**config.mk**
```make
export PLATFORM = sky130hd
export DESIGN_NAME = ceg_isqrt
export DESIGN_NICKNAME = d
export VERILOG_FILES = /design/src/rtl/core/ceg_isqrt.sv
export SDC_FILE = /design/constraint.sdc
export NUM_CORES = 2
export LEC_CHECK = 0
export BUFFER_PORTS_ARGS = -buffer_cell sky130_fd_sc_hd__clkbuf_2
export CORE_MARGIN = 1.5
export CORE_UTILIZATION = 55
export CTS_BUF_LIST = sky130_fd_sc_hd__clkbuf_16
export DETAILED_ROUTE_END_ITERATION = 7
export PLACE_DENSITY = 0.71
export SKIP_CTS_REPAIR_TIMING = 1
export SYNTH_ARGS = -nofsm -noshare
export SYNTH_HDL_FRONTEND = slang
export SYNTH_SLANG_ARGS = --single-unit
```
**constraint.sdc**
```tcl
create_clock -name clk_i -period 7.52 [get_ports clk_i]
set_clock_uncertainty 0.05 [all_clocks]
set_input_delay 0 -clock clk_i [delete_from_list [all_inputs] [get_ports clk_i]]
set_output_delay 0 -clock clk_i [all_outputs]
set_load 0.01 [all_outputs]
```
**src/rtl/core/ceg_isqrt.sv**
```systemverilog
`timescale 1ns / 1ps
`default_nettype none
// ----------------------------------------------------------------------------
// ceg_isqrt
// Pipelined floor square root, one root bit per stage, with side data.
// ----------------------------------------------------------------------------
module ceg_isqrt #(
  parameter int SW     = 44,
  parameter int META_W = 1
) (
  input  wire logic                clk_i,
  input  wire logic                rst_ni,
  input  wire logic                en_i,
  input  wire logic                valid_i,
  input  wire logic [SW-1:0]       rad_i,
  input  wire logic [META_W-1:0]   meta_i,
  output logic                     valid_o,
  output logic      [SW/2-1:0]     root_o,
  output logic      [META_W-1:0]   meta_o
);

  localparam int RW = SW / 2;

  logic [RW+1:0]     rem_w  [RW+1];
  logic [RW-1:0]     root_w [RW+1];
  logic [SW-1:0]     rad_w  [RW+1];
  logic [META_W-1:0] meta_w [RW+1];
  logic              vld_w  [RW+1];

  assign rem_w[0]  = '0;
  assign root_w[0] = '0;
  assign rad_w[0]  = rad_i;
  assign meta_w[0] = meta_i;
  assign vld_w[0]  = valid_i;

  for (genvar i = 0; i < RW; i++) begin : g_stage
    logic [RW+1:0] rem_s;
    logic [RW+1:0] trial;
    logic          take;
    logic [RW+1:0] rem_q;
    logic [RW-1:0] root_q;
    logic [SW-1:0] rad_q;
    logic [META_W-1:0] meta_q;
    logic          vld_q;

    assign rem_s = {rem_w[i][RW-1:0], rad_w[i][SW-1 -: 2]};
    assign trial = {root_w[i], 2'b01};
    assign take  = rem_s >= trial;

    always_ff @(posedge clk_i) begin
      if (en_i) begin
        rem_q  <= take ? rem_s - trial : rem_s;
        root_q <= {root_w[i][RW-2:0], take};
        rad_q  <= {rad_w[i][SW-3:0], 2'b00};
        meta_q <= meta_w[i];
      end
    end

    always_ff @(posedge clk_i or negedge rst_ni) begin
      if (!rst_ni) begin
        vld_q <= 1'b0;
      end else if (en_i) begin
        vld_q <= vld_w[i];
      end
    end

    assign rem_w[i+1]  = rem_q;
    assign root_w[i+1] = root_q;
    assign rad_w[i+1]  = rad_q;
    assign meta_w[i+1] = meta_q;
    assign vld_w[i+1]  = vld_q;
  end

  assign valid_o = vld_w[RW];
  assign root_o  = root_w[RW];
  assign meta_o  = meta_w[RW];

endmodule
`default_nettype wire

```
Word level (Yosys, flattened, before mapping):

Cells that the tools add are included.

* add/sub/neg operators: 21
* muxes and demuxes: 21
* $lt $le $gt $ge: 22

Operators with widths (count)
* $mux 22: 20
* $ge 24x10->1: 1
* $ge 24x11->1: 1
* $ge 24x12->1: 1
* $ge 24x13->1: 1
* $ge 24x14->1: 1
* $ge 24x15->1: 1
* $ge 24x16->1: 1
* $ge 24x17->1: 1
* $ge 24x18->1: 1
* $ge 24x19->1: 1
* $ge 24x20->1: 1
* $ge 24x21->1: 1
* $ge 24x22->1: 1
* $ge 24x23->1: 1
* $ge 24x3->1: 1
* $ge 24x4->1: 1
* $ge 24x5->1: 1
* $ge 24x6->1: 1
* $ge 24x7->1: 1
* $ge 24x8->1: 1
* $ge 24x9->1: 1
* $sub 22x10->22: 1
* $sub 22x11->22: 1
* 21 further kinds: 21

* input port bits: 49
* logic and storage cells: 173
* register bits: 1202

Depth between registers and ports, before layout:

* depth after elaboration: 2
* gate-level depth with buffers: 13
* gate-level depth less buffers: 10

Worst setup path before layout:

Ideal clock, no wire load.

* path type: reg2reg
* start: register g_stage[19].rem_q[13]
* end: register g_stage[20].rem_q[18] (data pin)
* arrival: 2.755 ns
* path slack: 4.442 ns
* data required time: 7.197 ns
* stages on the path, launching flop included: 11
* library setup time: 0.273 ns
* path through: edfxtp_1 ha_1 and2_1 clkbuf_1 and3_1 and4_1 a2111o_1 a311oi_1 buf_2 clkbuf_1 a221oi_1

* cells in the longest elaborated chain, start to end: 2
* elaborated cells on any way between the ends: 3
* classes of those cells: add/sub: 1; order compare: 1; mux: 1

RTL lines
* start, declared: line 40 `logic [RW+1:0] rem_q;`
* start signal, assigned: line 52 `rem_q <= take ? rem_s - trial : rem_s;`
* $sub 22x22->22 or $ge 24x22->1 (tied branches): line 52, 48
* $mux 22 *: line 52
* end signal, assigned: line 52
* end, declared: line 40

Mark *: on every way between the ends. The rest lies on a longest branch, timed or not.
A chain may end at the register's enable or synchronous reset.

Worst setup path after layout:

* start: register g_stage[10].root_q[3]
* end: register g_stage[11].rem_q[15] (data pin)

* cells in the longest elaborated chain, start to end: 2
* elaborated cells on any way between the ends: 3
* classes of those cells: add/sub: 1; order compare: 1; mux: 1

RTL lines
* start, declared: line 41 `logic [RW-1:0] root_q;`
* start signal, assigned: line 53 `root_q <= {root_w[i][RW-2:0], take};`
* $sub 22x13->22 or $ge 24x13->1 (tied branches): line 52, 48
* $mux 22 *: line 52
* end signal, assigned: line 52
* end, declared: line 40

Marks and branches as above.

==> results_dict.tcl <==
set metrics [dict create \
    seqCellArea_um2 35700 \
    design.core.area_um2 98700 \
    synthSimpleGateAreaFrac_pct 9.71 \
    io_buffer_count 72 \
    p_leak_nw 23.8 \
    fill_cells 7412 \
    finalSetupViolations 0 \
    final_area_um2 61600 \
    synth_area_um2 55000 \
    synth.area.mux_share_pct 1.54 \
    synth_seq_cells 1193 \
    hold_path.class "in2reg" \
    ys_seq_area_share_pct 65.0 \
    drt-vias-per-instance 5.59 \
    cp_slowest_cell "nand3_1" \
    die_area_um2 102000 \
    die_h_um 319 \
    vias 32402 \
    maxSlewViolCount 0 \
    rsz0062_at_grt "no" \
    powerDensity_nw_per_um2 292 \
    fin_nets 4735 \
    startpoint "g_stage[10].root_q[3]$_DFFE_PP_" \
    dieWidth_um 319 \
    final_cell_mix "edfxtp_1 (1171), inv_1 (362), ha_1 (276)" \
    diodes 0 \
    worstSetupEndpointType "flop" \
    crit_type "reg2reg" \
    final_common_cell "edfxtp_1" \
    ys_warn_count 0 \
    avgSynthCellArea_um2 13.2 \
    rows 115 \
    start_kind "flop" \
    grt_antenna_before_repair 0 \
    h-tree-depth 3 \
    async_reset_ff_share_pct 1.84 \
    peakVddDrop_mv 0.219 \
    multi_input_area_um2 17700 \
    worstPathMaxFanout 26 \
    drt-initial-drc-count 2481 \
    drive_above_1_share_pct 8.30 \
    dominantRegCellSynth "edfxtp_1" \
    synth_xor_area_share_pct 5.29 \
    synth_top_family_by_area "simple AND/OR/NAND/NOR gates" \
    drt_wl_total_um 100000 \
    clock_path_buffers 3 \
    post_dp_cell_area_um2 56900 \
    grt_max_degree 183 \
    areaGrowthSynthToFinish_pct 12.0 \
    crit_required_ns 7.92 \
    grt.overflow.total 0 \
    grt_usage_pct 19.3 \
    synth-edff-count 1171 \
    worst_pin_slew_ns 1.32 \
    postSynthCellCount 4180 \
    cp_cell_sequence "inv_1, ha_1, a21oi_1, nor2b_1, a211o_1, o21ai_0, nand3_1, and4b_1, xor2_1" \
    fin_crit_ns 3.49 \
    ant_nets 0 \
    grt_pass1_wl_um 159000 \
    cts.sinks 1193 \
    arrival_ns 3.89 \
    synth_compound_area_share_pct 9.29 \
    fmax_mhz 286 \
    drv_cap 0 \
    maxSlewHeadroom_pct 11.8 \
    path_clk_slew_ns 0.06 \
    finalCritPeriodShare_pct 46.5 \
    cts_root_buffer "clkbuf_16" \
    outcome "finished, final reports clean" \
    final.setup.tns_ns 0 \
    cts-buffers-inserted 117 \
    hold_start "rad_i[42]" \
    initial_utilization_pct 55.7 \
    wl_per_cell_um 17.3 \
    dp_hpwl_um 68400 \
    cts_tree "yes" \
    synth_fa_ha_area_share_pct 6.28 \
    ys_types 80 \
    reg2reg_from "g_stage[10].root_q[3]$_DFFE_PP_" \
    syn_nets 4505 \
    finalHoldViolCount 0 \
    drc_errors 0 \
    grt_pass1_vias 31009 \
    place_congestion 0.883 \
    first_pass_iters 6 \
    clk_latency_ns 0.71 \
    critPathMaxStageDelay_ns 0.79 \
    finish.utilization_pct 62.4 \
    io_pins 73 \
]
worst paths after layout:
path | end | slack (ns) | cells after the start
setup / recovery | g_stage[11].rem_q[15]$_DFFE_PP_ | 4.03 | 9
hold / removal | g_stage[0].rem_q[0]$_DFFE_PP_ | 0.08 | 3
setup reg to reg | g_stage[11].rem_q[15]$_DFFE_PP_ | 4.03 | 9
hold reg to reg | g_stage[10].rad_q[39]$_DFFE_PP_ | 0.35 | 0
max in group asynchronous | g_stage[19].vld_q$_DFFE_PN0P_ | 6.29 | 3
min in group asynchronous | g_stage[2].vld_q$_DFFE_PN0P_ | 0.54 | 3
kinds of logic after synthesis:
logic type,count (synthesis)
buffers and inverters,425
adder cells (fa/ha/maj),276
flip-flops,1193
XOR/XNOR,332
AO/OA/AOI/OAI,816
multiplexers,76
other,1
AND/OR/NAND/NOR,1061
report_power, final:
group	total, W	internal, W	switching, W	leakage (nW)
clock network	0.00558	0.00312	0.00246	1.90
logic	0.00354	0.00154	0.00200	10.4
registers	0.00887	0.00840	0.000479	11.5
area by class of cell:
cell class	count	area share [%]
Clock buffer	118	4.80
Clock inverter	99	1.21
Inverter	342	2.08
Multi-Input combinational cell	2562	28.8
Sequential cell	1193	58.0
Tap cell	1287	2.62
Timing Repair Buffer	194	2.53
per-stage QoR:
stage,cells,setup slack [ns],hold slack (ns),total power (W)
after global placement,5484,4.12,-0.0576,0.0124
after detailed placement,5484,4.07,-0.0516,0.0125
final,5795,4.03,0.0796,0.0180
after floorplan,4180,4.44,-0.346,0.0114
after global routing,5795,3.70,0.0482,0.0189
after CTS,5701,4.03,-0.815,0.0181
sequential cells by signal, summed over array words and instances, names as in the netlist:
| signal | flops |
|---|---|
| meta_o | 1 |
| root_o | 22 |
| g_stage.meta_q | 21 |
| g_stage.rad_q | 462 |
| g_stage.rem_q | 434 |
| g_stage.root_q | 231 |
| valid_o | 1 |
| g_stage.vld_q | 21 |
critical path: cells and delay by family, from the launching register on:
kind,cells,cell delay (ns)
fa+ha+maj,1,0.29
simple gates,3,1.42
flops,1,0.40
compound gates,3,0.83
buf+inv,1,0.10
xor+xnor,1,0.14
synth_stat cells (6+ instances only):
| cell type | instances | area (um^2) |
|---|---|---|
| a2111o_1 | 6 | 67.6 |
| a2111oi_0 | 12 | 105 |
| a211o_1 | 9 | 78.8 |
| a211oi_1 | 41 | 308 |
| a21boi_0 | 10 | 75.1 |
| a21o_1 | 79 | 593 |
| a21oi_1 | 250 | 1250 |
| a22o_1 | 6 | 52.6 |
| a311oi_1 | 6 | 52.6 |
| a31oi_1 | 28 | 175 |
| and2_1 | 20 | 125 |
| and3_1 | 16 | 100 |
| and4_1 | 12 | 105 |
| buf_1 | 6 | 22.5 |
| buf_2 | 7 | 35.0 |
| clkbuf_1 | 68 | 255 |
| dfrtp_1 | 22 | 551 |
| edfxtp_1 | 1171 | 35200 |
| ha_1 | 276 | 3450 |
| inv_1 | 338 | 1270 |
| mux2_2 | 67 | 754 |
| mux2i_1 | 9 | 90.1 |
| nand2_1 | 227 | 852 |
| nand2b_1 | 40 | 250 |
| nand3_1 | 98 | 490 |
| nand3b_1 | 13 | 97.6 |
| nand4_1 | 46 | 288 |
| nor2_1 | 262 | 983 |
| nor2b_1 | 40 | 250 |
| nor3_1 | 107 | 536 |
| nor3b_1 | 7 | 52.6 |
| nor4_1 | 61 | 382 |
| nor4b_1 | 7 | 61.3 |
| o211ai_1 | 22 | 165 |
| o21a_1 | 47 | 353 |
| o21ai_0 | 199 | 996 |
| o21bai_1 | 17 | 128 |
| o31ai_1 | 23 | 173 |
| or2_2 | 20 | 125 |
| or3_1 | 46 | 288 |
| or4_1 | 20 | 150 |
| xnor2_1 | 178 | 1560 |
| xor2_1 | 154 | 1350 |
metal layers:
layer / vias to the layer above / part of all wire [%] / GRT usage (%)
li1: 16043 / - / -
met1: 15503 / 44 / 25.6
met2: 672 / 49 / 32.6
met3: 184 / 4.0 / 2.75
met4: 0 / 3.1 / 6.48
met5: - / 0 / 0
Note: power is estimated with default switching activity, not from simulation.
